## config.mk

```make
export PLATFORM = sky130hd
export DESIGN_NAME = q2e_sqrt_cell
export DESIGN_NICKNAME = d
export VERILOG_FILES = /design/src/rtl/q2e_sqrt_cell.sv
export SDC_FILE = /design/constraint.sdc
export NUM_CORES = 1
export LEC_CHECK = 0
export BUFFER_PORTS_ARGS = -buffer_cell sky130_fd_sc_hd__clkbuf_2
export CAP_MARGIN = 20
export CORE_UTILIZATION = 48
export DETAILED_ROUTE_END_ITERATION = 12
export HOLD_SLACK_MARGIN = 0.06
export PLACE_DENSITY = 0.77
export SYNTH_ARGS = -nofsm -noshare
export SYNTH_HDL_FRONTEND = slang
export SYNTH_SLANG_ARGS = --single-unit
```

## constraint.sdc

```tcl
create_clock -name clk -period 3.8 [get_ports clk]
set_clock_uncertainty 0.05 [all_clocks]
set_input_delay 0.38 -clock clk [delete_from_list [all_inputs] [get_ports clk]]
set_output_delay 0.38 -clock clk [all_outputs]
set_load 0.01 [all_outputs]
```

## src/rtl/q2e_sqrt_cell.sv

```systemverilog
// ----------------------------------------------------------------------------
// q2e_sqrt_cell: one step of a pipelined restoring square root
// Tries one result bit against the remainder and registers the pair.
// ----------------------------------------------------------------------------
module q2e_sqrt_cell #(
  parameter int VW    = 30,
  parameter int SHIFT = 0
) (
  input  logic          clk,
  input  logic [VW-1:0] v_in,
  input  logic [VW-1:0] r_in,
  output logic [VW-1:0] v_out,
  output logic [VW-1:0] r_out
);

  localparam logic [VW-1:0] BIT = VW'(1) << SHIFT;

  logic [VW-1:0] trial;

  assign trial = r_in + BIT;

  // subtract when the trial fits, shift the root either way
  always_ff @(posedge clk) begin
    if (v_in >= trial) begin
      v_out <= v_in - trial;
      r_out <= (r_in >> 1) + BIT;
    end else begin
      v_out <= v_in;
      r_out <= r_in >> 1;
    end
  end

endmodule

```

## After elaboration in Yosys (flattened, before gate mapping)

Index checks and enable logic that the tools add are counted.

| storage, ports and cells | value |
|---|---|
| output and inout port bits | 60 |
| input bits | 61 |
| flip-flop bits (word level) | 60 |
| word-level logic and storage cells | 9 |

| cells by class | value |
|---|---|
| $add $sub $neg | 3 |
| muxes and demuxes | 2 |
| order comparisons | 1 |

Operators by type and width:

| operator | number |
|---|---|
| 29-bit by 1-bit adder with 30-bit output, second input constant | 1 |
| 30-bit by 1-bit adder with 30-bit output, second input constant | 1 |
| 30-bit greater-or-equal comparator | 1 |
| 30-bit 2-to-1 mux | 1 |
| 30-bit subtractor | 1 |
| 29-bit 2-to-1 mux | 1 |

## Logic depth before layout (Yosys ltp)

Gate-level depths: netlist of run 1.

| depth | value |
|---|---|
| depth after elaboration | 3 |
| gate-level depth with buffers | 23 |
| mapped depth without buffers | 16 |

## Worst setup path before layout of run 1

OpenSTA, ideal clock, no wires.

| path | value |
|---|---|
| path type | input to register |
| start point | in r_in[8] |
| end point | reg r_out[1] |
| arrival time | 3772 ps |
| path slack | -143 ps |
| path buffers | 6 |
| cell stages on the path | 21 |
| library setup time | 121 ps |
| required time | 3629 ps |
| cells stage by stage | buf_2 and4_1 and3_1 buf_2 and4_1 and3_1 buf_2 nand3_2 nor2_1 xnor2_1 ha_1 clkbuf_1 a21o_1 a21oi_1 nor2b_1 a311oi_2 nand3b_1 o21a_1 buf_6 buf_8 mux2_4 |

| between the ends | value |
|---|---|
| cells in the longest elaborated chain, start to end | 3 |

RTL lines:

| element | RTL line | RTL |
|---|---|---|
| start: declaration | 11 | `input logic [VW-1:0] r_in,` |
| 30-bit by 1-bit adder with 30-bit output | 20 | `assign trial = r_in + BIT;` |
| 30-bit greater-or-equal comparator | 24 | `if (v_in >= trial) begin` |
| 29-bit 2-to-1 mux | 24 |  |
| end signal: assignment | 26 | `r_out <= (r_in >> 1) + BIT;` |
| end signal: assignment | 29 | `r_out <= r_in >> 1;` |
| end: declaration | 13 | `output logic [VW-1:0] r_out` |

No other way between the ends.
A chain may end at the register's enable or synchronous reset.

## Worst setup path after layout of run 1

| path | value |
|---|---|
| start point | in r_in[2] |
| end point | reg v_out[28] |

| between the ends | value |
|---|---|
| cells in the longest elaborated chain, start to end | 3 |
| elaborated cells between the ends (all ways) | 4 |
| classes of those cells | add/sub (2); order compare (1); mux (1) |

RTL lines:

| element | RTL line | RTL |
|---|---|---|
| 30-bit by 1-bit adder with 30-bit output * | 20 |  |
| 30-bit subtractor or 30-bit greater-or-equal comparator (tied branches) | 25, 24 |  |
| 30-bit 2-to-1 mux * | 24 |  |
| end signal: assignment | 25 | `v_out <= v_in - trial;` |
| end signal: assignment | 28 | `v_out <= v_in;` |
| end: declaration | 12 | `output logic [VW-1:0] v_out,` |

Every way passes the cells marked *; elsewhere a longest branch is shown, timed or not.

==> results_dict.tcl, run 1 <==
set metrics [dict create \
    status "completed" \
    die_x_um 97.3 \
    drc 0 \
    fin_nets 794 \
    yosys-top-cells-count "60 x dfxtp_1, 46 x a21oi_1, 44 x nor2_1, 42 x nand2_1, 42 x xnor2_1" \
    hold_path.class "input pin to flop" \
    synthesis.nets 613 \
    slew_headroom_pct 64.2 \
    routed_wl_um 12600 \
    grt.total_usage_pct 26.6 \
    core_area_um2 8760 \
    antenna_found_initial 0 \
    ys_ff_latch 60 \
    cts_buffer_depth 2 \
    final_hold_viol_count 0 \
    drive_gt1_share_pct 33.6 \
    async_flop_share_pct 0 \
    cts_tree "built" \
    final_cells 813 \
    final_cell_area_um2 5810 \
    multi_input_area_um2 2980 \
    fin_tns_setup_ns 0 \
    cts-buffers-inserted 9 \
    synth_top_flop_cell "dfxtp_1" \
    power_uw 2180 \
    std_cell_rows 34 \
    dr.pass1.iters 4 \
    cp_slowest_cell "o311ai_1" \
    netlist_area_um2 4360 \
    gp_congestion 1.03 \
    avgSynthCellArea_um2 8.40 \
    start_kind "input pin" \
    cp_cell_sequence "clkbuf_2, ha_1, and3_1, and3_1, nand3_1, nor2_1, xnor2_1, ha_1, a21oi_1, o21ai_0, a21o_1, a221o_1, a21oi_1, nand2_1, o311ai_1, mux2_4" \
    grt_overflow_total 0 \
    path_max_fanout 7 \
    n_fill_cell 735 \
    syn_to_final_growth_pct 33.1 \
    maxCapViolCount 0 \
    worstPathArrival_ns 3.79 \
    die_h_um 97.3 \
    cts.sinks 60 \
    drtIter0Drc 128 \
    grt_pass1_vias 4291 \
    die-area_um2 9470 \
    setup_viol 0 \
    io_buffers 120 \
    htreeDepth 3 \
    rsz0062_at_grt "no" \
    crit_type "input pin to flop" \
    fmax_mhz 282 \
    cts-hold-fix-buffers 0 \
    synth_cell_types 54 \
    placed_cell_area_um2 5570 \
    initial_core_util_pct 49.8 \
    ios 121 \
    fin_crit_ns 3.54 \
    pwr_density_cell_nw_per_um2 375 \
    hpwlAfterDp_um 10200 \
    peakVddDrop_mv 0.230 \
    vias 4458 \
    seqCellArea_um2 1200 \
    synth-seq-area-share_pct 27.5 \
    via_per_inst 5.48 \
    yosysMostFrequentCell "dfxtp_1" \
    clock-root-buffer "clkbuf_8" \
    post-route-util_pct 66.2 \
    grt_max_degree 22 \
    cp_slowest_stage_delay_ns 0.38 \
    drv_slew 0 \
    yosysTopAreaCell "dfxtp_1" \
    worstMarginPinSlew_ns 0.532 \
    p_leak_uw 0.00279 \
    yosys_warnings 0 \
    finalCritPeriodShare_pct 93.2 \
    yosys.area.top_type_share_pct 27.5 \
    clk_pin_slew_ns 0.08 \
    drtAntennaViolNets 0 \
    wl_per_cell_um 15.5 \
    place_inst 797 \
    end_kind "flop" \
    grt_pass1_wl_um 20400 \
    synth.area.top_cells "dfxtp_1 28%, ha_1 9.2%, xnor2_1 8.4%, xor2_1 8.0%, a21oi_1 5.3%" \
    diodes 0 \
    synth_edf_count 0 \
    netlist_instances 519 \
    cp.required_ns 4.04 \
]
critical path: cells and delay by family:
kind | cells | cell delay [ns]
xor+xnor | 1 | 0.20
fa+ha+maj | 2 | 0.49
buf+inv | 1 | 0.11
mux | 1 | 0.22
simple gates | 5 | 0.92
compound gates | 6 | 1.48
metal layers:
layer / track usage, % / vias up / part of all wire, %
met5: 0 / - / 0
met1: 33.5 / 2074 / 45
met3: 5.40 / 23 / 6.4
li1: - / 2203 / -
met4: 8.82 / 0 / 2.3
met2: 45.2 / 158 / 47
metrics by stage:
step	setup WS (ns)	hold WS, ns
6_report	0.259	0.227
5_1_grt	0.0110	0.222
4_1_cts	0.114	0.229
3_5_place_dp	-0.203	0.587
3_3_place_gp	-0.116	0.582
2_1_floorplan	0.00574	0.427
power breakdown:
| group | internal (µW) | leakage, µW | switching [µW] |
|---|---|---|---|
| clock network | 437 | 0.000120 | 278 |
| logic | 343 | 0.00216 | 398 |
| registers | 703 | 0.000506 | 19.3 |
path summary, 6_finish.rpt:
| check | cells past startpoint | startpoint | slack, ns | to |
|---|---|---|---|---|
| max | 16 | r_in[2] | 0.26 | v_out[28]$_DFF_P_ |
| min | 2 | r_in[6] | 0.23 | r_out[5]$_DFF_P_ |
placed cells by master (no fill, tap or decap), drive strengths merged, types with 3 or more instances in the layout:
master | netlist | routed
a21o | 13 | 13
a21oi | 48 | 48
and3 | 22 | 22
and4 | 7 | 7
buf | 13 | 78
bufinv | 0 | 3
clkbuf | 15 | 130
clkinv | 0 | 3
dfxtp | 60 | 60
ha | 32 | 32
inv | 8 | 8
mux2 | 9 | 9
nand2 | 42 | 42
nand2b | 7 | 7
nand3 | 24 | 24
nand4 | 23 | 23
nor2 | 44 | 44
nor2b | 10 | 10
nor3 | 6 | 6
o211ai | 4 | 4
o21ai | 14 | 14
o21bai | 3 | 3
o41ai | 3 | 3
xnor2 | 42 | 42
xor2 | 40 | 40
state kept, by name, indices dropped and copies added (netlist names):
register / flops
r_out: 30
v_out: 30
repair_timing:
| action | CTS | global route |
|---|---|---|
| resized for setup | 0 | 1 |
| endpoints found under the setup margin | 0 | 1 |
| setup buffers | 0 | 0 |
area by class of cell:
class / instances / share of cell area [%]
repair buffers: 198 / 21.1
clock inverters: 6 / 1.94
multi-input cells: 423 / 51.2
flip-flops and latches: 60 / 20.7
well taps: 108 / 2.33
inverters: 8 / 0.517
clock buffers: 10 / 2.20
cells by family (layout without fill, tap and decap cells):
logic type,Yosys count,in the layout,share of synthesized area [%]
adders and majority gates,33,33,9.64
DFF,60,60,27.5
AOI/OAI and AO/OA,104,104,15.8
buffers and inverters,36,222,4.68
xor gates and xnor gates,82,82,16.5
muxes,9,9,3.10
and+or+nand+nor,195,195,22.8
No activity file was read; power rests on OpenSTA's default activity.
==> inputs of run 2 (changes only) <==
--- a/config.mk
+++ b/config.mk
@@ -5,12 +5,13 @@
 export SDC_FILE = /design/constraint.sdc
 export NUM_CORES = 1
 export LEC_CHECK = 0
+export ABC_AREA = 1
 export BUFFER_PORTS_ARGS = -buffer_cell sky130_fd_sc_hd__clkbuf_2
 export CAP_MARGIN = 20
-export CORE_UTILIZATION = 48
+export CORE_UTILIZATION = 50
 export DETAILED_ROUTE_END_ITERATION = 12
 export HOLD_SLACK_MARGIN = 0.06
-export PLACE_DENSITY = 0.77
+export PLACE_DENSITY = 0.74
 export SYNTH_ARGS = -nofsm -noshare
 export SYNTH_HDL_FRONTEND = slang
 export SYNTH_SLANG_ARGS = --single-unit
==> constraint.sdc (replaced) <==
create_clock -name clk -period 4.3 [get_ports clk]
set_clock_uncertainty 0.05 [all_clocks]
set_input_delay 0.43 -clock clk [delete_from_list [all_inputs] [get_ports clk]]
set_output_delay 0.43 -clock clk [all_outputs]
set_load 0.01 [all_outputs]
==> results_dict.tcl, run 2 <==
set metrics [dict create \
    initial_core_util_pct 52.3 \
    end_kind "flop" \
    p_leak_uw 0.00375 \
    vias 5935 \
    die-area_um2 11400 \
    core_area_um2 10500 \
    path_max_fanout 33 \
    synthesis.nets 1034 \
    final_common_cell "nand2_1" \
    worst_path_most_repeated_cell "nand2_1" \
    power.internal_uw 1180 \
    yosys.area.top_type_share_pct 26.6 \
    async_flop_share_pct 0 \
    syn_to_final_growth_pct 16.5 \
    ys_ff_latch 60 \
    fin_tns_setup_ns 0 \
    post_cts_buffers 0 \
    yosys_warnings 0 \
    min-delay-start "v_in[2]" \
    pwr_density_cell_nw_per_um2 303 \
    crit_type "input pin to flop" \
    rsz0062_at_grt "no" \
    drive_gt1_share_pct 15.5 \
    synth.mux.area_fraction_pct 0 \
    antenna_found_initial 0 \
    clk_pin_slew_ns 0.08 \
    grt_pass1_wl_um 27300 \
    start_kind "input pin" \
    drtIter0Drc 472 \
    switchingPower_uw 760 \
    netlist_area_um2 5500 \
    via_per_inst 4.93 \
    grt_max_degree 74 \
    whs_endpoint "v_out[2]$_DFF_P_" \
    peakVddDrop_mv 0.216 \
    fin_crit_ns 3.69 \
    worstPathArrival_ns 3.95 \
    final_hold_viol_count 0 \
    slew_headroom_pct 56.6 \
    setup_viol 0 \
    gp_congestion 0.956 \
    netlist_instances 940 \
    reg_top3 "r_out x30, v_out x30" \
    yosysTopAreaCell "nand2_1" \
    cts_buffer_depth 2 \
    sw_frac_of_total_pct 39.2 \
    drtAntennaViolNets 0 \
    finalCritPeriodShare_pct 85.9 \
    yosys-top-cells-count "390 x nand2_1, 159 x inv_1, 70 x nor2_1, 62 x xor2_1, 60 x dfxtp_1" \
    cts-hold-fix-buffers 0 \
    ctsResizeCount 0 \
    synthAdderAreaFrac_pct 7.65 \
    worstMarginPinSlew_ns 0.649 \
    hold_path.class "input pin to flop" \
    synth-seq-area-share_pct 21.8 \
    maxCapViolCount 0 \
    htreeDepth 3 \
    io_buffers 120 \
    cp_slowest_stage_delay_ns 0.49 \
    routed_wl_um 17600 \
    fmax_mhz 271 \
    synth-simple-area-share_pct 43.2 \
    die_x_um 107 \
    cp_cell_sequence "clkbuf_2, ha_1, nand3_1, buf_4, nor2_1, inv_1, nor2_1, nand3_1, xor2_1, ha_1, nand2_1, nand2_1, nand2_1, nand2_1, nand2_1, nand2_1, nand2_1, nand2_1, nor2_1, nand2_4, inv_2, nand2_1, nand2_1" \
    cp.required_ns 4.55 \
    wl_per_cell_um 14.6 \
    ios 121 \
    post_synth_xor_area_fraction_pct 10.4 \
    synth_top_flop_cell "dfxtp_1" \
    post-route-util_pct 60.9 \
    drv_slew 0 \
    clock-root-buffer "clkbuf_8" \
    synth_top_family_by_area "simple AND/OR/NAND/NOR gates" \
    mostFrequentLayoutCells "390 x nand2_1, 159 x inv_1, 120 x clkbuf_2" \
    grt_overflow_total 0 \
    synth_compound_area_share_pct 4.05 \
    fin_nets 1156 \
    std_cell_rows 37 \
    hold_slack_ns 0.225 \
    cts_tree "built" \
    dr.pass1.iters 5 \
    grt_pass1_vias 5440 \
    p_comb_share_pct 37.6 \
    synth_cell_types 33 \
    cts.sinks 60 \
    synth_edf_count 0 \
    min_path_cells 3 \
    drc 0 \
    grt.total_usage_pct 31.9 \
    hpwlAfterDp_um 14500 \
    avgSynthCellArea_um2 5.85 \
    seqPwrFrac_pct 34.8 \
    cts-buffers-inserted 9 \
    power.clock.fraction_pct 27.7 \
    yosysMostFrequentCell "nand2_1" \
    die_h_um 107 \
    synth.area.top_cells "nand2_1 27%, dfxtp_1 22%, inv_1 11%, xor2_1 9.9%, ha_1 7.3%" \
    diodes 0 \
    status "completed" \
    cp_slowest_cell "inv_2" \
]
## run 2: cells by family (layout without fill, tap and decap cells)
group | after synthesis | after routing
AND/OR/NAND/NOR | 565 | 565
buffers and inverters | 173 | 300
flip-flops | 60 | 60
AO/OA/AOI/OAI | 44 | 44
adder cells (fa/ha/maj) | 33 | 33
XOR/XNOR | 65 | 65
## run 2: how the worst max path moves through the flow
| stage | endpoint | slack (ns) | start |
|---|---|---|---|
| 3_5_place_dp | v_out[21]$_DFF_P_ | 0.26 | r_in[1] |
| 2_1_floorplan | r_out[13]$_DFF_P_ | 1.26 | r_in[1] |
| 5_1_grt | v_out[14]$_DFF_P_ | 0.21 | r_in[1] |
| 6_report | v_out[21]$_DFF_P_ | 0.61 | r_in[1] |
| 3_3_place_gp | v_out[22]$_DFF_P_ | 0.30 | r_in[2] |
| 4_1_cts | v_out[21]$_DFF_P_ | 0.66 | r_in[1] |
## run 2: critical path: cells and delay by family
kind,cells,cell delay [ns]
and+or+nand+nor,16,1.84
buffers and inverters,4,0.88
adders and majority gates,2,0.62
xor gates and xnor gates,1,0.17
## run 2: final cells by class
cell class / instances / area (µm²)
timing repair buffer: 124 / 643
inverter: 160 / 601
fill: 1048 / 4100
sequential: 60 / 1200
clock buffer: 9 / 124
clock inverter: 7 / 76.3
multi-input combinational: 707 / 3590
tap: 136 / 170
## run 2: metal layers
metal  global-route usage [%]  wire, µm  vias to the layer above
li1                         -         -                     3105
met1                     43.0      8280                     2603
met2                     48.2      7460                      203
met3                     7.60      1350                       24
met4                     13.7       486                        0
met5                        0         0                        -
## run 2: through the flow
stage / area, µm² / instances / worst slack [ns] / power (µW)
6_report: 6400 / 1203 / 0.606 / 1940
5_1_grt: 6400 / 1203 / 0.209 / 2070
4_1_cts: 6400 / 1203 / 0.655 / 1950
3_5_place_dp: 6200 / 1187 / 0.265 / 1410
3_3_place_gp: 6200 / 1187 / 0.295 / 1410
2_1_floorplan: 5500 / 940 / 1.26 / 1170
## run 2: power by group through the flow
| stage | registers, µW | logic, µW | clock network [µW] |
|---|---|---|---|
| 2_1_floorplan | 734 | 432 | 0 |
| 3_3_place_gp | 685 | 721 | 0 |
| 3_5_place_dp | 686 | 721 | 0 |
| 4_1_cts | 674 | 725 | 551 |
| 5_1_grt | 681 | 817 | 574 |
| 6_report | 673 | 728 | 536 |
